===== src/hdl/aocl_pkg.sv =====
// package: depths, field types and operation codes of the open/closed list engine
`default_nettype none
package aocl_pkg;
    localparam int OPEN_DEPTH   = 64;
    localparam int CLOSED_DEPTH = 64;
    localparam int COORD_BITS   = 10;
    localparam int OCNT_W = $clog2(OPEN_DEPTH + 1);
    localparam int CCNT_W = $clog2(CLOSED_DEPTH + 1);

    localparam logic [1:0] KIND_PUSH_OPEN   = 2'd0;
    localparam logic [1:0] KIND_POP_OPEN    = 2'd1;
    localparam logic [1:0] KIND_PUSH_CLOSED = 2'd2;
    localparam logic [1:0] KIND_LOOKUP      = 2'd3;

    localparam logic [1:0] ST_OK    = 2'd0;
    localparam logic [1:0] ST_FULL  = 2'd1;
    localparam logic [1:0] ST_EMPTY = 2'd2;

    localparam logic [1:0] WF_ABSENT = 2'd0;
    localparam logic [1:0] WF_OPEN   = 2'd1;
    localparam logic [1:0] WF_CLOSED = 2'd2;

    typedef logic [2*COORD_BITS-1:0] coord_t;

    typedef struct packed {
        logic [1:0]  kind;
        logic [9:0]  x;
        logic [9:0]  y;
        logic [15:0] heur;
        logic [15:0] cost;
        logic [9:0]  parent_x;
        logic [9:0]  parent_y;
    } in_item_t;

    typedef struct packed {
        logic [1:0]  status;
        logic [1:0]  where_found;
        logic        open_empty;
        logic [9:0]  out_x;
        logic [9:0]  out_y;
        logic [15:0] out_heur;
        logic [15:0] out_cost;
        logic [9:0]  out_parent_x;
        logic [9:0]  out_parent_y;
    } out_item_t;

    // one open-list entry
    typedef struct packed {
        logic [15:0] key;
        coord_t      coord;
        logic [15:0] cost;
        coord_t      parent;
    } open_ent_t;

    // command broadcast to all open cells
    typedef struct packed {
        logic      push;
        logic      pop;
        open_ent_t ent;
    } open_cmd_t;
endpackage
`default_nettype wire


===== src/hdl/aocl_open_cell.sv =====
// open list cell: one sorted slot, shifts toward its neighbors on push and pop
`default_nettype none
module aocl_open_cell
    import aocl_pkg::*;
(
    input  wire logic      aclk,
    input  wire open_cmd_t cmd,
    input  wire logic      valid,      // this slot holds an entry
    input  wire logic      prev_ins,   // insertion point lies before this slot
    input  wire open_ent_t prev_ent,
    input  wire open_ent_t next_ent,
    input  wire coord_t    look_coord,
    output logic           ins,        // insertion point at or before this slot
    output logic           match,
    output open_ent_t      ent
);
    open_ent_t ent_reg, ent_next;
    logic      here;

    // slot takes new item if first with key >= heur, or empty
    assign here  = !valid || (ent_reg.key >= cmd.ent.key);
    assign ins   = prev_ins || here;
    assign match = valid && (ent_reg.coord == look_coord);
    assign ent   = ent_reg;

    always_comb begin
        ent_next = ent_reg;
        if (cmd.push) begin
            if (prev_ins) ent_next = prev_ent;
            else if (here) ent_next = cmd.ent;
        end else if (cmd.pop) begin
            ent_next = next_ent;
        end
    end

    always_ff @(posedge aclk) begin
        ent_reg <= ent_next;
    end
endmodule
`default_nettype wire


===== config.mk =====
export PLATFORM = sky130hd
export DESIGN_NAME = aocl_open_cell
export DESIGN_NICKNAME = d
export VERILOG_FILES = /design/src/hdl/aocl_pkg.sv /design/src/hdl/aocl_open_cell.sv
export SDC_FILE = /design/constraint.sdc
export NUM_CORES = 1
export LEC_CHECK = 0
export ABC_AREA = 0
export BUFFER_PORTS_ARGS = -buffer_cell sky130_fd_sc_hd__clkbuf_2
export CORE_AREA = 2 2 122 124
export CTS_CLUSTER_DIAMETER = 40
export DETAILED_ROUTE_END_ITERATION = 8
export DIE_AREA = 0 0 124 126
export MAX_ROUTING_LAYER = met4
export PLACE_DENSITY = 0.64
export SLEW_MARGIN = 10
export SYNTH_ARGS = -nofsm -noshare
export SYNTH_HDL_FRONTEND = slang
export SYNTH_SLANG_ARGS = --single-unit

===== constraint.sdc =====
create_clock -name aclk -period 9.45 [get_ports aclk]
set_input_delay 1.89 -clock aclk [delete_from_list [all_inputs] [get_ports aclk]]
set_output_delay 1.89 -clock aclk [all_outputs]
set_load 0.02 [all_outputs]

# Word level (Yosys, flattened, before mapping)
# Index checks and enable logic that the tools add are counted.
# word_totals
mem_bits_rw,0
output_inout_bits,74
input_bits,241
n_memories,0
rom_bits,0
latch_bits,0
wordCells,17
ff_bits,72
# classes
n_shift,0
multipliers,0
eq_ne,2
div_mod_pow,0
reduce_logical,6
n_lt_le_gt_ge,1
muxes,4
bitwise,0
addsub,0
# ops
op,count
$mux 72,4
$eq 20x20->1,1
$ge 16x16->1,1
$ne 3x1->1 const B,1
$logic_or 1x1->1,2
$reduce_and 2->1,1
$reduce_bool 2->1,1
$logic_and 1x1->1,1
$logic_not 1->1,1

# Longest topological paths before layout
# Gate-level depths: netlist of the first run.
# depth
ltp_word,5
mapped_depth,6
ltp_nobuf,6

# Worst setup path before layout of the first run
# OpenSTA, ideal clock, no wires.
# synth_timing
path_kind,input to register
startpoint,input port cmd[71] in the netlist's numbering
endpoint,"register ent_reg (netlist bit ent[0]), enable pin"
t_arrival_ns,4.905
path_slack_ns,4.088
required_time_ns,8.993
n_path_buf,0
cell_stages,6
cell_sequence,inv_1 -> ha_1 -> nand2_2 -> nor4_4 -> o311ai_2 -> a41oi_2
# synth_via
elab_chain_len,4
# synth_lines
item,line,text
"start, declared",aocl_open_cell.sv:7,"input wire open_cmd_t cmd,"
$ge 16x16->1,aocl_open_cell.sv:21,assign here = !valid || (ent_reg.key >= cmd.ent.key);
$logic_or 1x1->1,aocl_open_cell.sv:21,
$ne 3x1->1 (no source line),n/a,
$reduce_and 2->1 (no source line),n/a,
"end signal, assigned",aocl_open_cell.sv:37,ent_reg <= ent_next;
"end, declared",aocl_open_cell.sv:17,"open_ent_t ent_reg, ent_next;"
# Every way passes these cells.
# A chain may end at the register's enable or synchronous reset.

# Final worst setup path of the first run
# layout_timing
startpoint,input port cmd[67] in the netlist's numbering
endpoint,output port ins
# layout_via
elab_chain_len,3
# layout_lines
item,line,text
$ge 16x16->1,aocl_open_cell.sv:21,
$logic_or 1x1->1,aocl_open_cell.sv:21,
$logic_or 1x1->1,aocl_open_cell.sv:22,assign ins = prev_ins || here;
"end, declared",aocl_open_cell.sv:13,"output logic ins,"
# Every way passes these cells.

==> flow_summary.yaml, run 1 <==
timing:
  slew-limit-headroom_pct: 48.9
  fin_tns_setup_ns: 0
  post-route-min-period_ns: 5.29
  setup_violations: 0
  fin_ws_ns: 4.16
  fin_skew_ns: 0.00733
  worst_pin_slew_ns: 0.766
  fmax_mhz: 189
  hold_viol_final: 0
  min_period_over_period_pct: 55.9
  rsz0062_at_grt: "no"
  drv_slew: 0
global_route:
  grt_pass1_vias: 3821
  grt_max_degree: 82
  grt_usage_pct: 16.6
  overflow: 0
  antenna_found_initial: 0
  grt_first_pass_wirelength_um: 18900
logic_synthesis:
  yosysSeqAreaShare_pct: 50.2
  syn_inst: 400
  netlist_area_um2: 4310
  syn_avg_cell_area_um2: 10.8
  yosysWarnings: 0
  syn_nets: 657
  synth_seq_cells: 72
  netlist-cell-type-count: 27
critical_path:
  critPathMaxFanout: 2
  cp-end-kind: "output port"
  rrSetupSlack_ns: 6.98
  startpoint_type: "input pin"
  r2r-start: "ent[71]$_DFFE_PP_"
  cp.required_ns: 7.56
  crit_path_frequent_cell: "clkbuf_2"
  r2r_cells: 6
  cp.depth: 8
  worstPathArrival_ns: 3.40
  rr_endpoint: "ent[33]$_DFFE_PP_"
  crit_type: "input pin to output port"
  slowest_delay_ns: 0.50
  crit_start: "cmd[67]"
  cpLargestDelayFamily: "compound AO/OA/AOI/OAI gates"
  slowest_stage: "a211oi_1"
  endpoint: "ins"
  crit_buf_inv: 3
  crit_path_cell_trace: "clkbuf_2 -> inv_1 -> ha_1 -> a21oi_1 -> o21ai_0 -> a211oi_1 -> nand3_1 -> clkbuf_2"
place:
  place_ws_ns: 4.14
  dp_hpwl_um: 10300
  io_buffers: 314
  gp_congestion: 0.831
floorplanning:
  initial_utilization_pct: 30.1
  fp.dieW_um: 124
  die_y_um: 126
  std_cell_rows: 44
  core_area_um2: 14300
  num_io_pins: 315
  die_area_um2: 15600
drt:
  dr.pass1.iters: 4
  wire_per_inst_um: 14.3
  ant_nets: 0
  drcViolationCount: 0
  via_count: 3981
  wirelength_um: 12700
  dr.first_iter.drc_count: 147
  viasPerCell: 4.45
clock_tree:
  cts_buffers: 9
  clkSlewWorstSetupHoldPaths_ns: 0.06
  hold_buffers: 0
  cts_root_buffer: "clkbuf_16"
  cts_resized: 0
  h-tree-depth: 3
  cts_setup_buffers: 0
  clockBufferDepth: 2
  cts_tree: "yes"
  clock-sinks: 72
  clk_latency_ns: 0.33
cells_and_area:
  largest_reg_flops: 72
  diodes: 0
  nNetsFinal: 962
  fin_util_pct: 44.6
  regArea_um2: 2160
  multi_input_area_um2: 1980
  n_fill_cell: 1418
  layout-drive-gt1-share_pct: 47.7
  syn2layout_area_growth_pct: 48.1
run_status:
  status: "completed"
flow_run:
  drv_cap: 0
hold_path:
  hp-class: "flip-flop to flip-flop"
power_and_ir_drop:
  power_density_nw_per_um2: 162
  power.leakage_nw: 3.19
  vdd_drop_max_v: 0.0000852
==> cells in the final DEF (no fill, tap or decap), drive strengths merged <==
master,count
xor2,8
a211oi,1
ha,16
xnor2,12
o21ai,1
a41oi,1
nor2,76
a31oi,1
and4,1
nor2b,2
nor4,4
nand3,5
o211a,1
clkinvlp,2
nand2,6
o311ai,1
inv,17
buf,6
clkinv,1
a21oi,76
edfxtp,72
mux2i,72
nand4,4
clkbuf,321
bufinv,3
==> report_power, final <==
group | internal, mW | leakage [nW] | switching, mW
logic | 0.0989 | 2.32 | 0.132
registers | 0.393 | 0.713 | 0.0152
clock network | 0.258 | 0.162 | 0.134
total | 0.750 | 3.19 | 0.281
==> final cells by class <==
cell class	instances	share of cell area, %
well taps	184	3.61
inverters	16	0.941
clock inverters	7	1.86
clock buffers	9	3.53
repair buffers	318	25.2
multi-input cells	288	31.0
flip-flops and latches	72	33.9
==> worst min-delay path, cell delays in order, from the launching register on <==
cell,delay [ns]
edfxtp_1,0.34
ha_1,0.23
nand2_2,0.10
nor4_4,0.06
o311ai_2,0.09
a41oi_4,0.12
buf_4,0.27
==> metal layers <==
metal	part of all wire (%)	wire length [um]	track usage, %
met4	2.0	257	6.94
met3	7.9	1010	3.44
met2	49	6300	28.3
met5	0	0	-
met1	41	5180	18.8
==> synth_stat cells (all sizes together) <==
library cell,count,share of area [%]
mux2i,72,17
xnor2,12,2.4
a21oi,76,8.8
a41oi,1,0.38
a31oi,1,0.15
nand3,5,0.58
buf,16,2.1
inv,16,1.4
clkbuf,8,0.70
o311ai,1,0.38
edfxtp,72,50
a211oi,1,0.17
nand2,6,0.58
nand4,4,0.58
ha,16,4.6
o21ai,1,0.12
nor2b,2,0.29
o211a,1,0.23
and4,1,0.20
nor2,76,6.6
nor4,4,1.1
xor2,8,1.6
==> per-stage QoR <==
step | instance area (um2) | instances | hold slack [ns] | power [mW]
global placement | 6040 | 878 | 1.44 | 0.647
floorplan | 4310 | 400 | 2.12 | 0.546
CTS | 6380 | 894 | 1.46 | 1.05
finish | 6380 | 894 | 1.44 | 1.03
global route | 6380 | 894 | 1.54 | 1.09
detailed placement | 6040 | 878 | 1.45 | 0.649
==> cell families (layout without fill, tap and decap cells) <==
| group | Yosys count | in the layout | share of synthesized area, % |
|---|---|---|---|
| xor+xnor | 20 | 20 | 4.07 |
| compound gates | 82 | 82 | 10.3 |
| flops | 72 | 72 | 50.2 |
| mux | 72 | 72 | 16.7 |
| simple gates | 98 | 98 | 9.93 |
| buf+inv | 40 | 350 | 4.18 |
| fa+ha+maj | 16 | 16 | 4.65 |
==> worst min path at each step <==
stage | cells past startpoint | startpoint | slack, ns | end
6_report | 6 | ent[70]$_DFFE_PP_ | 1.44 | ent[61]$_DFFE_PP_
5_1_grt | 6 | ent[70]$_DFFE_PP_ | 1.54 | ent[61]$_DFFE_PP_
4_1_cts | 6 | ent[70]$_DFFE_PP_ | 1.46 | ent[61]$_DFFE_PP_
3_5_place_dp | 6 | ent[70]$_DFFE_PP_ | 1.45 | ent[61]$_DFFE_PP_
3_3_place_gp | 6 | ent[60]$_DFFE_PP_ | 1.44 | ent[61]$_DFFE_PP_
2_1_floorplan | 2 | next_ent[30] | 2.12 | ent[30]$_DFFE_PP_
No activity file was read; power rests on OpenSTA's default activity.
==> run 2: changes to the inputs <==
Settings changed: ABC_AREA 0 to 1, PLACE_DENSITY 0.64 to 0.67.
Clock period 9.45 ns to 4.6 ns, I/O delays scaled along.
==> run 2 against run 1 <==
Effect of this change:
- wire length is 16% higher
- sequential cell count stayed put
- critical endpoint unchanged
- first-iteration DRC count is 46% higher
- register-to-register slack worse by 4.8 ns
- non-clock buffer count stayed put
- die area stayed put
- global-route usage is 2.7 points higher
- via count is 18% higher
- utilization is 0.26 points lower
- sequential share of layout area is 0.20 points higher
- largest power group unchanged
==> flow_summary.yaml, run 2 <==
run_status:
  status: "completed"
critical_path:
  slowest_stage: "ha_1"
  critPathMaxFanout: 2
  crit_type: "input pin to output port"
  crit_path_frequent_cell: "nand3_1"
  cp.required_ns: 3.68
  crit_buf_inv: 3
  cpLargestDelayFamily: "simple AND/OR/NAND/NOR gates"
  cp-end-kind: "output port"
  worstPathArrival_ns: 2.10
  startpoint_type: "input pin"
  slowest_delay_ns: 0.29
  crit_path_cell_trace: "clkbuf_2 -> inv_1 -> ha_1 -> nand2_1 -> nand2_1 -> nand3_1 -> nand3_1 -> a21oi_1 -> nand3_1 -> clkbuf_2"
logic_synthesis:
  yosysTopAreaCell: "edfxtp_1"
  ys.flop_type: "edfxtp_1"
  synth_edf_count: 72
  synth_most_common_cell: "nand2_1"
  syn_nets: 785
  syn_avg_cell_area_um2: 8.42
  synth_seq_cells: 72
  syn_inst: 528
  netlist.area_leader.share_pct: 48.6
  netlist-cell-type-count: 24
  yosys-top-cells-area: "edfxtp_1, nand2_1, o21ai_0"
  yosysWarnings: 0
  synth_commonest_cells: "nand2_1, nor2_1, o21ai_0"
  netlist_area_um2: 4450
  yosysSeqAreaShare_pct: 48.6
  synthArstFlopShare_pct: 0
clock_tree:
  clock-sinks: 72
  clockBufferDepth: 2
  clkSlewWorstSetupHoldPaths_ns: 0.06
  cts_tree: "yes"
  cts_resized: 0
  cts_buffers: 9
  clk_latency_ns: 0.33
  cts_root_buffer: "clkbuf_16"
  h-tree-depth: 3
  cts_setup_buffers: 0
  hold_buffers: 0
drt:
  met2WireLength_um: 7360
  via_count: 4700
  ant_nets: 0
  met3_length_um: 1180
  wirelength_um: 14800
  wire_per_inst_um: 14.6
  viasPerCell: 4.62
  dr.pass1.iters: 7
  drcViolationCount: 0
  dr.first_iter.drc_count: 215
  top_layer_used: "met4"
  wl_met1_um: 6010
cells_and_area:
  final_common_cell: "clkbuf_2"
  layout-drive-gt1-share_pct: 40.4
  nNetsFinal: 1084
  layout_common_cells: "clkbuf_2, nand2_1, nor2_1"
  syn2layout_area_growth_pct: 42.7
  largest_reg_flops: 72
floorplanning:
  std_cell_rows: 44
  die_area_um2: 15600
  initial_utilization_pct: 31.1
  core_area_um2: 14300
  fp.dieW_um: 124
  die_y_um: 126
  num_io_pins: 315
global_route:
  grt_first_pass_wirelength_um: 22100
  antenna_found_initial: 1
  grt_pass1_vias: 4463
  overflow: 0
  grt_usage_pct: 19.4
  grt_max_degree: 74
power_and_ir_drop:
  power_density_nw_per_um2: 327
  vdd_drop_max_v: 0.000125
  report.power.total_mw: 2.07
  power.leakage_nw: 3.18
timing:
  setup_violations: 0
  worst_pin_slew_ns: 0.807
  post-route-min-period_ns: 3.02
  fin_tns_setup_ns: 0
  fin_skew_ns: 0.0114
  slew-limit-headroom_pct: 46.2
  drv_slew: 0
  hold_viol_final: 0
  min_period_over_period_pct: 65.7
  fmax_mhz: 331
  holdWs_ns: 0.867
  rsz0062_at_grt: "no"
place:
  dp_hpwl_um: 11100
  io_buffers: 314
  gp_congestion: 0.826
hold_path:
  hp-class: "input pin to flip-flop"
flow_run:
  drv_cap: 0
==> run 2: changes by cell type in the layout (fill, tap and decap cells not counted), moves of 7 or more <==
cell / previous run / this run
nor2_1: 76 / 86
o21ai_1: 0 / 73
xnor2_1: 12 / 5
inv_1: 16 / 38
nand2_1: 5 / 102
o21ai_0: 1 / 75
xor2_1: 8 / 1
a21oi_1: 76 / 7
mux2i_1: 72 / 0
==> run 2: layout make-up <==
type | instances | area (um2)
well taps | 184 | 230
diodes | 1 | 2.50
inverters | 41 | 161
clock inverters | 5 | 81.3
flip-flops and latches | 72 | 2160
fillers | 1475 | 7970
multi-input cells | 385 | 1860
clock buffers | 11 | 233
repair buffers | 318 | 1610
==> run 2: final timing paths <==
path,startpoint,to,slack (ns),cells past startpoint
min,next_ent[68],ent[68]$_DFFE_PP_,0.87,3
max reg2reg,ent[59]$_DFFE_PP_,ent[35]$_DFFE_PP_,2.16,12
min reg2reg,ent[68]$_DFFE_PP_,ent[65]$_DFFE_PP_,1.41,7
max,cmd[69],ins,1.58,10
==> run 2: metal layers <==
| metal | GRT usage, % | up-vias |
|---|---|---|
| met5 | - | - |
| met3 | 5.30 | 23 |
| li1 | - | 2396 |
| met1 | 21.4 | 2072 |
| met4 | 6.28 | 0 |
| met2 | 33.5 | 209 |
==> run 2: power breakdown <==
part | leakage (nW) | internal [mW] | switching [mW] | total (mW)
clock | 0.150 | 0.475 | 0.258 | 0.733
combinational | 2.29 | 0.193 | 0.298 | 0.492
sequential | 0.735 | 0.813 | 0.0333 | 0.846
==> run 2: stage by stage <==
stage	utilization (%)	setup slack, ns	area [um2]	cells
after detailed placement	42.1	1.51	6030	1000
after global placement	42.1	1.54	6030	1000
after global routing	44.3	1.48	6340	1017
after CTS	44.3	1.62	6340	1016
final	44.3	1.58	6340	1017
after floorplan	-	1.08	4450	528
==> run 2: worst reg2reg max path, cell delays in order (launching register included) <==
cell and delay [ns]:
edfxtp_1 0.40, ha_1 0.31, nand2_1 0.07, nor2_1 0.10
nor2_1 0.05, nand2_1 0.05, nand2_1 0.05, nand2_1 0.07
nand2_1 0.07, nand3_1 0.07, nand2_1 0.06, inv_2 0.46
buf_12 0.33
==> run 2: cell families (layout without fill, tap and decap cells) <==
family / Yosys count / in the layout / share of synthesized area, %
adder cells (fa/ha/maj): 16 / 16 / 4.50
XOR/XNOR: 6 / 6 / 1.18
buffers and inverters: 71 / 375 / 9.57
flip-flops: 72 / 72 / 48.6
AND/OR/NAND/NOR: 199 / 199 / 17.2
AO/OA/AOI/OAI: 164 / 164 / 18.9
other: 0 / 1 / 0
