File: config.mk
export PLATFORM = sky130hd
export DESIGN_NAME = aocl_closed_cell
export DESIGN_NICKNAME = d
export VERILOG_FILES = /design/src/hdl/aocl_pkg.sv /design/src/hdl/aocl_closed_cell.sv
export SDC_FILE = /design/constraint.sdc
export NUM_CORES = 1
export LEC_CHECK = 0
export BUFFER_PORTS_ARGS = -buffer_cell sky130_fd_sc_hd__buf_2
export CAP_MARGIN = 20
export CORE_MARGIN = 1.5
export CORE_UTILIZATION = 38
export DETAILED_ROUTE_END_ITERATION = 8
export PLACE_DENSITY = 0.72
export SLEW_MARGIN = 30
export SYNTH_ARGS = -nofsm -noshare
export SYNTH_HDL_FRONTEND = slang
export SYNTH_SLANG_ARGS = --single-unit
File: constraint.sdc
create_clock -name aclk -period 1.75 [get_ports aclk]
set_input_delay 0.525 -clock aclk [delete_from_list [all_inputs] [get_ports aclk]]
set_output_delay 0.525 -clock aclk [all_outputs]
set_load 0.01 [all_outputs]
File: src/hdl/aocl_pkg.sv
// package: depths, field types and operation codes of the open/closed list engine
`default_nettype none
package aocl_pkg;
    localparam int OPEN_DEPTH   = 64;
    localparam int CLOSED_DEPTH = 64;
    localparam int COORD_BITS   = 10;
    localparam int OCNT_W = $clog2(OPEN_DEPTH + 1);
    localparam int CCNT_W = $clog2(CLOSED_DEPTH + 1);

    localparam logic [1:0] KIND_PUSH_OPEN   = 2'd0;
    localparam logic [1:0] KIND_POP_OPEN    = 2'd1;
    localparam logic [1:0] KIND_PUSH_CLOSED = 2'd2;
    localparam logic [1:0] KIND_LOOKUP      = 2'd3;

    localparam logic [1:0] ST_OK    = 2'd0;
    localparam logic [1:0] ST_FULL  = 2'd1;
    localparam logic [1:0] ST_EMPTY = 2'd2;

    localparam logic [1:0] WF_ABSENT = 2'd0;
    localparam logic [1:0] WF_OPEN   = 2'd1;
    localparam logic [1:0] WF_CLOSED = 2'd2;

    typedef logic [2*COORD_BITS-1:0] coord_t;

    typedef struct packed {
        logic [1:0]  kind;
        logic [9:0]  x;
        logic [9:0]  y;
        logic [15:0] heur;
        logic [15:0] cost;
        logic [9:0]  parent_x;
        logic [9:0]  parent_y;
    } in_item_t;

    typedef struct packed {
        logic [1:0]  status;
        logic [1:0]  where_found;
        logic        open_empty;
        logic [9:0]  out_x;
        logic [9:0]  out_y;
        logic [15:0] out_heur;
        logic [15:0] out_cost;
        logic [9:0]  out_parent_x;
        logic [9:0]  out_parent_y;
    } out_item_t;

    // one open-list entry
    typedef struct packed {
        logic [15:0] key;
        coord_t      coord;
        logic [15:0] cost;
        coord_t      parent;
    } open_ent_t;

    // command broadcast to all open cells
    typedef struct packed {
        logic      push;
        logic      pop;
        open_ent_t ent;
    } open_cmd_t;
endpackage
`default_nettype wire

File: src/hdl/aocl_closed_cell.sv
// closed set cell: one coordinate slot with its own compare
`default_nettype none
module aocl_closed_cell
    import aocl_pkg::*;
(
    input  wire logic   aclk,
    input  wire logic   wr,
    input  wire logic   valid,
    input  wire coord_t wr_coord,
    input  wire coord_t look_coord,
    output logic        match
);
    coord_t coord_reg;

    assign match = valid && (coord_reg == look_coord);

    // write on append to this slot
    always_ff @(posedge aclk) begin
        if (wr) coord_reg <= wr_coord;
    end
endmodule
`default_nettype wire

---- Word-level counts from Yosys, hierarchy flattened ----
Index checks and enable logic that the tools add are counted.
W data, S select, Z words.
word-level totals
  flip-flop bits (word level) ............. 20
  bits in latches ......................... 0
  memory bits (writable) .................. 0
  ROM bits ................................ 0
  bits of input ports ..................... 43
  output and inout bits ................... 1
  logic and storage cells ................. 3
  memories kept ........................... 0
cells by class
  add/sub/neg operators ................... 0
  multipliers ............................. 0
  divide/modulo/power cells ............... 0
  magnitude comparators ................... 0
  eq/ne operators ......................... 1
  shifts and indexed selects .............. 0
  multiplexer cells ....................... 0
  bitwise gates (word level) .............. 0
  reductions and logical operators ........ 1
operators with widths
  kind                 count
  $eq A20 B20 Y1       1
  $logic_and A1 B1 Y1  1

---- Depth between registers and ports, before layout ----
Gate-level depths: netlist of the first run.
  word-level depth ........................ 2
  gate-level depth with buffers ........... 4
  depth with buffers taken out ............ 4

---- Worst setup path after synthesis of the first run ----
No wires, ideal clock.
  path type ............................... input -> output
  from .................................... in look_coord[19]
  to ...................................... out match
  data arrival time ....................... 1.361 ns
  data required time ...................... 1.225 ns
  path slack .............................. -0.136 ns
  stages on the path ...................... 4
  buffers on the path ..................... 0
  cells stage by stage .................... xor2_1 > nor4_1 > nand4_1 > nor4_2
between the ends
  cells in the longest elaborated chain, start to end .. 2
ends and longest elaborated chain
  item                 line                    text
  start, declared      aocl_closed_cell.sv:10  input wire coord_t look_coord,
  $eq A20 B20 Y1       aocl_closed_cell.sv:15  assign match = valid && (coord_reg == look_coord);
  $logic_and A1 B1 Y1  aocl_closed_cell.sv:15
  end, declared        aocl_closed_cell.sv:11  output logic match
Every way passes these cells.

---- Worst setup path in the final report of the first run ----
  from .................................... reg coord_reg[19]
  to ...................................... out match
between the ends
  cells in the longest elaborated chain, start to end .. 2
ends and longest elaborated chain
  item                    line                    text
  start, declared         aocl_closed_cell.sv:13  coord_t coord_reg;
  start signal, assigned  aocl_closed_cell.sv:19  if (wr) coord_reg <= wr_coord;
  $eq A20 B20 Y1          aocl_closed_cell.sv:15
  $logic_and A1 B1 Y1     aocl_closed_cell.sv:15
Every way passes these cells.

==> out/summary.md, run 1 <==
The flow ran to the end, but the final reports show violations. The final reports fail on setup timing. For this run, the slowest stage of the critical path takes 0.39 ns. During I/O placement, the number of pins put on the boundary was 44. The cell type with the largest total area after synthesis is sky130_fd_sc_hd__edfxtp_1. The post-placement cell count is 117, and the slew at the pin closest to its max-slew limit is 0.436 ns. For the mapped cell area, the log shows 825 µm². The clock tree root buffer cell is sky130_fd_sc_hd__clkbuf_4.

The tools report the final setup violation count as 1. On the critical path the largest part of the delay comes from simple AND/OR/NAND/NOR gates. OpenSTA, run right after detailed placement, puts the worst setup slack at -0.479 ns. Counting I/O delays and the setup requirement, the final critical path takes 2.23 ns. The total power divided by cell area came out at 811 mW/mm².

The sequential-to-total area share from yosys stat came out at 0.728. The dominant synthesized flop cell was sky130_fd_sc_hd__edfxtp_1. The tools report the violation count after the first detailed-routing iteration as 2. When the netlist entered floorplanning its net count stood at 90. In this run, CTS created clock tree buffers numbering 3.

Max-cap violations in this run came to 0. Compared with the post-synthesis result, the final layout area differs by 34.0%. The clock slew at the register clock pins of the worst setup and hold paths works out to 0.10 ns. Dividing the detail-routed wire length by the instance count gives 10.7 µm.

The flop and latch count out of synthesis came out at 20. The number of H-tree branching levels was 1; the number of vias after detailed routing was 511. The proportion of layout cells with a drive suffix above 1 is 0.505.

The run gives 0 as the number of antenna violations at the first check in global routing. The path class of the tightest hold or removal check is in2reg. The overall global routing resource usage was 0.111; the number of endpoints with negative hold slack in the final report was 0. The global-route wire length before repair is 1960 µm, and the critical-path maximum fanout is 1.

After detailed routing, the total wire length is 1290 µm. For this run, the number of standard cells in the final layout without fillers is 120. The floorplan step defined a die boundary enclosing 0.00246 mm². After detailed routing, the met3 layer carries 87 µm of wire. Once the clock tree was built, the setup fixing pass inserted 0 buffers. The average footprint of a synthesized cell is 17.5 µm².

Using the TritonRoute via totals, the vias-per-cell ratio works out to 4.26. The period utilization is 1.27, and the achievable clock frequency is 449 MHz. Nature of the critical path endpoint: a primary output. The count of nets left with antenna violations after detail routing is 0.

Traced cell by cell, the critical path runs through xor2_1 -> nor4_1 -> nand4_1 -> nor4_4 -> buf_2. The type of the worst setup path is reg2out. The routed design uses 623 µm of met2 wire.

Among all cell types in the netlist, the one instantiated most often is sky130_fd_sc_hd__edfxtp_1. Counting every instance in the synthesized netlist gives 47. Setup repair after global routing could not meet its margin everywhere.

Sorting the synthesized cells by area gives the leading types as sky130_fd_sc_hd__edfxtp_1 73%, sky130_fd_sc_hd__xnor2_1 13%, sky130_fd_sc_hd__xor2_1 8.5%, sky130_fd_sc_hd__nand4_1 2.3%, sky130_fd_sc_hd__nor4_1 1.5%. Finished layout cell area: 0.00110 mm². The total overflow reported by the global router was 0. The tools report the routability-driven placement congestion ratio as 0.603.

The run gives 0.404 ns as the hold slack. The die outline width was 49.6 µm; the arrival time of the worst setup path was 1.70 ns. For the data required time of the worst path, the log shows 1.22 ns.

The max-slew violation total from the final report was 0. The count of port buffers added during placement is 43. For the static leakage, the log shows 0.456 nW.

The number of cell rows is 16, and the starting utilization of the core area is 0.412. Entering global routing, the biggest net connects 21 pins. The Yosys warning count is 0, and the overall die height is 49.6 µm. The via count of the first global-routing pass came out at 510. The buffer and inverter count on the worst path is 1. The worst setup path is launched from a flip-flop. The first detailed-routing pass ran for 2 iterations. The utilization after layout was 0.552.

TritonCTS built the clock tree. The number of enable flip-flop cells after synthesis came out at 20. By count the netlist is led by 20 x sky130_fd_sc_hd__edfxtp_1, 12 x sky130_fd_sc_hd__xnor2_1, 8 x sky130_fd_sc_hd__xor2_1, 3 x sky130_fd_sc_hd__nand4_1, 2 x sky130_fd_sc_hd__nor4_1. 0 antenna diodes ended up in the layout.

The slowest stage of the critical path belongs to the cell sky130_fd_sc_hd__edfxtp_1. The clock net sink count is 20. Once placement finished, the instance area stood at 0.00108 mm². The register with the most flip-flops in the layout has 20 of them. Signal routing reaches up to met4. The setup slack after layout came out at -0.479 ns. The net count reported at finish was 138. Across the VDD grid, the largest voltage drop is 0.529 mV. The clock passes through at most 2 buffers. The run gives 545 µm as the met1 layer wirelength in the final routing. The tools report the headroom to the max-slew limit as 0.710. The wire-length estimate of the detail-placed layout is 1030 µm.

The residual DRC count is 0. After synthesis, the netlist uses 7 different library cells. The top-area cell type share of the netlist area is 0.728.

The share of flip-flops with an asynchronous set or reset after synthesis is 0. After floorplanning, the core was sized to cover 0.00200 mm².
[kinds of logic after synthesis]
group,count (synthesis),share of synthesized area
XOR/XNOR,20,0.212
flip-flops,20,0.728
AND/OR/NAND/NOR,7,0.0592
[layer usage]
| layer | up-vias | global-route usage |
|---|---|---|
| li1 | 267 | - |
| met3 | 4 | 0.0212 |
| met1 | 214 | 0.125 |
| met2 | 26 | 0.184 |
| met5 | - | 0 |
| met4 | 0 | 0.0833 |
[area by class of cell]
type / instances / area (µm²)
Tap cell: 27 / 33.8
Fill cell: 175 / 897
Clock buffer: 3 / 22.5
Timing Repair Buffer: 43 / 215
Multi-Input combinational cell: 27 / 233
Sequential cell: 20 / 601
[per-stage QoR]
step	TNS [ns]	power [mW]
floorplan	-0.0988	0.643
global placement	-0.446	0.703
detailed placement	-0.479	0.707
CTS	-0.518	0.910
global route	-0.572	0.938
finish	-0.479	0.896
[placed cells by master (no fill, tap or decap)]
master / netlist / final
sky130_fd_sc_hd__xor2_1: 8 / 8
sky130_fd_sc_hd__buf_2: 0 / 43
sky130_fd_sc_hd__clkbuf_4: 0 / 3
sky130_fd_sc_hd__xnor2_1: 12 / 12
sky130_fd_sc_hd__nor4_4: 0 / 1
sky130_fd_sc_hd__edfxtp_1: 20 / 20
sky130_fd_sc_hd__nand4_1: 3 / 3
sky130_fd_sc_hd__nand3_1: 1 / 1
sky130_fd_sc_hd__nor4_1: 2 / 2
[final timing paths]
check | slack [ns] | startpoint | to | depth (start not counted)
max | -0.48 | coord_reg[19]$_DFFE_PP_ | match | 5
min | 0.40 | wr_coord[16] | coord_reg[16]$_DFFE_PP_ | 1
[power breakdown]
| part | internal, mW | switching [mW] |
|---|---|---|
| Clock | 0.0799 | 0.122 |
| Sequential | 0.569 | 0.0147 |
| Combinational | 0.0666 | 0.0435 |
[repair_timing]
item / 4_1_cts / 5_1_grt
endpoints found under the setup margin: 1 / 1
pin swaps: 4 / 0
hold buffers: 0 / 0
resized for setup: 0 / 0
(Power assumes the default switching activity.)
==> run 2: changes to the inputs <==
--- a/config.mk
+++ b/config.mk
@@ -6,11 +6,12 @@
 export NUM_CORES = 1
 export LEC_CHECK = 0
 export BUFFER_PORTS_ARGS = -buffer_cell sky130_fd_sc_hd__buf_2
-export CAP_MARGIN = 20
+export CAP_MARGIN = 15
 export CORE_MARGIN = 1.5
 export CORE_UTILIZATION = 38
 export DETAILED_ROUTE_END_ITERATION = 8
 export PLACE_DENSITY = 0.72
+export REMOVE_ABC_BUFFERS = 1
 export SLEW_MARGIN = 30
 export SYNTH_ARGS = -nofsm -noshare
 export SYNTH_HDL_FRONTEND = slang
==> run 2 against run 1 <==
The flow still finishes with violations (setup timing). Sequential share of layout area decreased by 0.37 points. First-iteration DRC count rose to 2.5 times the previous value. Die area unchanged. Critical path depth is the same. Critical path type unchanged.
==> out/summary.md, run 2 (synthesis gave the netlist of run 1 again) <==
For the arrival time of the worst setup path, the log shows 1.59 ns. The path with the worst hold slack has its endpoint at coord_reg[16]$_DFFE_PP_. The standard cell with the maximum stage delay on the critical path is sky130_fd_sc_hd__edfxtp_1.

The headroom to the max-slew limit was 0.721. The register with the most flip-flops in the layout has 20 of them. For this design the total switching power over the nets is 182 µW.

The nature of the critical path endpoint is a primary output. The flow ran to the end, but the final reports show violations. The number of antenna violations at the first check in global routing was 0. The via count of the first global-routing pass is 513. For the sum of net half-perimeters after detailed placement, the log shows 1000 µm. After clock tree synthesis, the clock-pin slew on the worst setup and hold paths is 0.10 ns. The worst setup path is of the reg2out kind. The proportion of layout cells with a drive suffix above 1 works out to 0.521. STA classifies the critical path startpoint as a flip-flop.

Entering global routing, the biggest net connects 21 pins. Buffer and inverter count on the worst path: 1. At the end of routability-driven placement, the weighted congestion stood at 0.621. In the layout the commonest cells are 43 x sky130_fd_sc_hd__buf_2, 20 x sky130_fd_sc_hd__edfxtp_1, 12 x sky130_fd_sc_hd__xnor2_1. The most common cell after layout, fill and taps aside was sky130_fd_sc_hd__buf_2. Based on the critical path, the design can be clocked at up to 472 MHz.

Row generation in the floorplan step produced 16 rows. Leaving out filler cells and counting taps, the final layout contains 121. The total power divided by cell area came out at 810 mW/mm². The internal power of the cells totals 720 µW. The cell class contributing the biggest share of worst-path delay was simple AND/OR/NAND/NOR gates.

The number of vias after detailed routing is 535. Final hold analysis gives a worst-case slack of 0.412 ns. The signal on the critical path passes through xor2_1 -> nor4_2 -> nand3_1 -> nor4_2 -> buf_2.

The count of port buffers added during placement works out to 43. The maximum single-stage delay on the critical path is 0.39 ns, and the switching power as a share of total power is 0.201. The final reports fail on setup timing. The tools report the worst vdd rail ir drop as 0.512 mV.

The run gives 0 as the number of endpoints with negative hold slack in the final report. The cell depth of the worst min-delay path works out to 1. The number of H-tree branching levels is 1, and the global-route wire length before repair is 1900 µm. The worst path needs 2.12 ns of the cycle, external delays included.

The static leakage is 0.444 nW. The placed cell area is 0.00107 mm², and the starting utilization of the core area is 0.412. The tools report the residual DRC count as 0.

The setup slack after layout is -0.368 ns, and the die outline width is 49.6 µm. The floorplan step defined a die boundary enclosing 0.00246 mm². The number of clock buffers inserted by TritonCTS came out at 3. No sink is reached through more buffers than the 2 on the longest clock path. The max-slew violation total from the final report is 0.

The final layout contains routed wiring with a total length of 1250 µm. Data on the critical path is required at its endpoint by 1.22 ns. The violation count after the first detailed-routing iteration was 5. The run gives 0.104 as the overall global routing resource usage. First-pass iteration count of the detailed router: 2. Counting stages on the worst path, the most repeated cell is sky130_fd_sc_hd__nor4_2.

The number of top-level design ports came out at 44. The number of max-capacitance violations reported was 0; the final setup violation count was 1. In the final design database the tool counted 138 nets. TritonCTS built the clock tree. The clock net sink count is 20, and the count of nets left with antenna violations after detail routing is 0. In this run the most critical hold path is launched from wr_coord[16]. For the relative contribution of combinational cells to total power, the log shows 0.126. Using the TritonRoute via totals, the vias-per-cell ratio works out to 4.42.

The final routed wire length divided by cell count works out to 10.3 µm. The total area inside the core boundary comes to 0.00200 mm². The utilization after layout came out at 0.556.

The run gives 0.00111 mm² as the finished layout cell area. The path class of the tightest hold or removal check is in2reg. The post-route setup TNS was -0.368 ns; the total overflow reported by the global router was 0.

Period utilization: 1.21. Critical-path maximum fanout: 1. The area growth from synthesis to layout is 34.9%. For the number of antenna repair diodes, the log shows 0. Setup repair after global routing could not meet its margin everywhere. After clock tree synthesis, the setup repair step added 0 buffers. The sequential group share of total power is 0.649, and the part of the power in the clock network is 0.225. The clock tree root buffer cell was sky130_fd_sc_hd__clkbuf_4. For the pin with the worst max-slew slack, the measured transition is 0.419 ns. Including well taps, the total number of placed cells is 117.

Overall die height: 49.6 µm.
[run 2: what timing repair did]
| item | CTS | global route |
|---|---|---|
| hold buffers | 0 | 0 |
| cloned | 0 | 0 |
| gates resized for setup | 2 | 0 |
| endpoints found under the setup margin | 1 | 1 |
| pin swaps | 5 | 0 |
[run 2: routing by layer]
metal / share of wire / GRT usage / vias to the layer above / routed length, µm
met4: 0 / 0.0417 / 0 / 0
met2: 0.52 / 0.184 / 26 / 653
met3: 0.11 / 0.0303 / 0 / 136
met5: 0 / 0 / - / 0
li1: - / - / 267 / -
met1: 0.37 / 0.115 / 242 / 457
[run 2: worst max-delay path by stage]
stage                                        from  cells past startpoint  endpoint  slack, ns
final                     coord_reg[10]$_DFFE_PP_                      5     match      -0.37
after global routing      coord_reg[10]$_DFFE_PP_                      5     match      -0.48
after CTS                 coord_reg[10]$_DFFE_PP_                      5     match      -0.41
after detailed placement           look_coord[19]                      6     match      -0.45
after global placement             look_coord[19]                      6     match      -0.40
after floorplan                    look_coord[19]                      4     match      -0.14
[run 2: through the flow]
step           total power [mW]  setup slack, ns
4_1_cts                   0.914           -0.414
5_1_grt                   0.948           -0.480
2_1_floorplan             0.641           -0.136
3_5_place_dp              0.706           -0.447
6_report                  0.901           -0.368
3_3_place_gp              0.701           -0.401
[run 2: final cells by class]
cell class	instances	area, µm²
Clock inverter	1	3.75
Tap cell	27	33.8
Fill cell	192	890
Sequential cell	20	601
Clock buffer	3	22.5
Multi-Input combinational cell	27	236
Timing Repair Buffer	43	215
[run 2: power by group through the flow]
stage	registers [mW]	clock network, mW	logic, mW
6_report	0.584	0.203	0.114
3_3_place_gp	0.595	0	0.107
4_1_cts	0.585	0.214	0.116
5_1_grt	0.589	0.233	0.126
3_5_place_dp	0.596	0	0.110
2_1_floorplan	0.593	0	0.0478
==> run 3: changes to the inputs <==
--- a/config.mk
+++ b/config.mk
@@ -10,7 +10,7 @@
 export CORE_MARGIN = 1.5
 export CORE_UTILIZATION = 38
 export DETAILED_ROUTE_END_ITERATION = 8
-export PLACE_DENSITY = 0.72
+export PLACE_DENSITY = 0.71
 export REMOVE_ABC_BUFFERS = 1
 export SLEW_MARGIN = 30
 export SYNTH_ARGS = -nofsm -noshare
==> run 3 against run 2 <==
The flow still finishes with violations (setup timing). Cell count down 0.83%. Combinational power about the same. First-iteration DRC count down 100%. Clock power about the same. Non-clock buffer count unchanged. Fmax down 0.11%. Sequential share of layout area up 0.18 points. Hold slack worse by 0.0059 ns. Via count down 2.4%. Clock-buffer cell count unchanged. Power down 0.10%. Critical endpoint unchanged. Largest cell class unchanged. Largest power group unchanged.
==> out/summary.md, run 3 (synthesis gave the netlist of run 1 again) <==
The flow ran to the end, but the final reports show violations. The final reports fail on setup timing. The placed instances occupy a cell area of 0.00107 mm². The run gives 0 as the total overflow reported by the global router. In this run, the number of DRC markers left after iteration 0 of detailed routing was 0. The worst hold path terminates at coord_reg[12]$_DFFE_PP_. The run gives 0.412 as the starting utilization of the core area. The final setup violation count was 1; the finished layout cell area was 0.00111 mm². Hold is met by 0.407 ns.

At the pin with the least slew margin, the transition time is 0.429 ns. The detail route stage leaves a number of antenna-violating nets equal to 0. The residual DRC count is 0, and the number of vias after detailed routing is 522. After detailed routing, the number of vias per cell comes to 4.35. In the final layout, flip-flops and latches occupy 601 µm². The max-slew violation total from the final report came out at 0. Data on the critical path arrives at its endpoint at 1.60 ns. Static timing analysis puts the maximum clock frequency at 472 MHz.

The run gives 0.714 as the headroom to the max-slew limit. The multi-input combinational cells in the finished layout cover a total of 236 µm². The global-route wire length before repair is 2120 µm. Overall global routing resource usage: 0.118. In this run the core area contains 16 standard-cell rows. Clock tree root buffer cell: sky130_fd_sc_hd__clkbuf_4. In the layout the commonest cells are 43 x sky130_fd_sc_hd__buf_2, 20 x sky130_fd_sc_hd__edfxtp_1, 12 x sky130_fd_sc_hd__xnor2_1. The repair_antennas step left the layout with diodes totalling 0.

The total area inside the core boundary comes to 0.00200 mm². The tool flagged a number of max-cap violations equal to 0. STA classifies the critical path startpoint as a flip-flop.

The die outline width came out at 49.6 µm. Entering global routing, the biggest net connects 21 pins. The final routed wire length divided by cell count is 10.9 µm, and the flip-flop count of the largest register, all copies and words added is 20.

IR analysis of the VDD net gives a maximum drop of 0.421 mV. After routing, the total negative slack on setup checks comes to -0.370 ns. The longest clock path from root to sink contains 2 buffers.

The die covers 0.00246 mm². The number of antenna violations at the first check in global routing is 0, and the clock net sink count is 20. The routability-driven placement congestion ratio is 0.590, and the minimum clock period after layout is 2.12 ns. The number of endpoints with negative hold slack in the final report was 0. The origin of the worst min-delay path is wr_coord[12]. The filler cells instantiated in the layout total 174. In this run the tool buffered the top-level ports with 43 buffer cells. The cell depth of the worst min-delay path was 1; the clock slew at the register clock pins of the worst setup and hold paths was 0.10 ns. First-pass iteration count of the detailed router: 1.

The data required time of the worst path is 1.22 ns. Power spread over the standard cell area amounts to 812 mW/mm². The critical-path maximum fanout is 1, and the number of top-level design ports is 44. The via count of the first global-routing pass was 512; the setup slack after layout was -0.370 ns.

Relative to the synthesized area, the layout overhead comes to 34.4%. Period utilization: 1.21. TritonCTS built the clock tree. The type of the worst setup path was reg2out. The logs give 1 for the number of H-tree branching levels and 1310 µm for the final routed wirelength across all metal layers. Nature of the critical path endpoint: a primary output. At the end of the flow, the number of nets in the layout was 138. The static leakage came out at 0.443 nW. The most common cell after layout, fill and taps aside was sky130_fd_sc_hd__buf_2. The path class of the tightest hold or removal check is in2reg. The proportion of layout cells with a drive suffix above 1 works out to 0.527. The run gives 3 as the number of clock buffers inserted by TritonCTS. The overall die height was 49.6 µm. Setup repair after global routing could not meet its margin everywhere.
## run 3: changes by cell type in the layout (fill, tap and decap cells not counted)
cell and change:
sky130_fd_sc_hd__clkinv_1 -1
## run 3: how the worst max path moves through the flow
stage,startpoint,endpoint,slack (ns),cells after the start
after floorplan,look_coord[19],match,-0.14,4
after global placement,look_coord[19],match,-0.40,6
after detailed placement,look_coord[19],match,-0.43,6
after CTS,coord_reg[0]$_DFFE_PP_,match,-0.46,5
after global routing,coord_reg[10]$_DFFE_PP_,match,-0.52,5
final,coord_reg[10]$_DFFE_PP_,match,-0.37,5
## run 3: final cells by class
| cell class | instances | share of cell area |
|---|---|---|
| sequential | 20 | 0.542 |
| clock buffer | 3 | 0.0203 |
| timing repair buffer | 43 | 0.194 |
| multi-input combinational | 27 | 0.213 |
| tap | 27 | 0.0305 |
## run 3: repair_timing
item | in CTS | in global routing
resized for setup | 0 | 2
pin swaps | 3 | 2
hold buffers | 0 | 0
setup buffers | 0 | 0
endpoints found under the setup margin | 1 | 1
cloned | 0 | 0
## run 3: report_power, final
part,switching [mW],leakage (nW),internal [mW]
clock,0.121,0.0138,0.0798
sequential,0.0153,0.196,0.569
combinational,0.0474,0.233,0.0679
total,0.183,0.443,0.717
## run 3: per-stage QoR
step / total power, mW / cells / util / setup slack (ns)
4_1_cts: 0.909 / 120 / 0.548 / -0.458
6_report: 0.900 / 120 / 0.554 / -0.370
5_1_grt: 0.949 / 120 / 0.554 / -0.516
2_1_floorplan: 0.641 / 47 / - / -0.136
3_3_place_gp: 0.701 / 117 / 0.536 / -0.398
3_5_place_dp: 0.708 / 117 / 0.536 / -0.433
## run 3: layer usage
layer	GRT usage	share of wire	vias up
met5	0	0	-
met4	0.0833	0.0092	0
met3	0.0242	0.086	2
met2	0.191	0.51	26
met1	0.138	0.40	228
li1	-	-	266
## run 3: critical path, stage by stage (launching register included)
cell and delay, ns:
sky130_fd_sc_hd__edfxtp_1 0.38, sky130_fd_sc_hd__xor2_1 0.16, sky130_fd_sc_hd__nor4_2 0.28, sky130_fd_sc_hd__nand3_1 0.11, sky130_fd_sc_hd__nor4_2 0.21, sky130_fd_sc_hd__buf_2 0.17
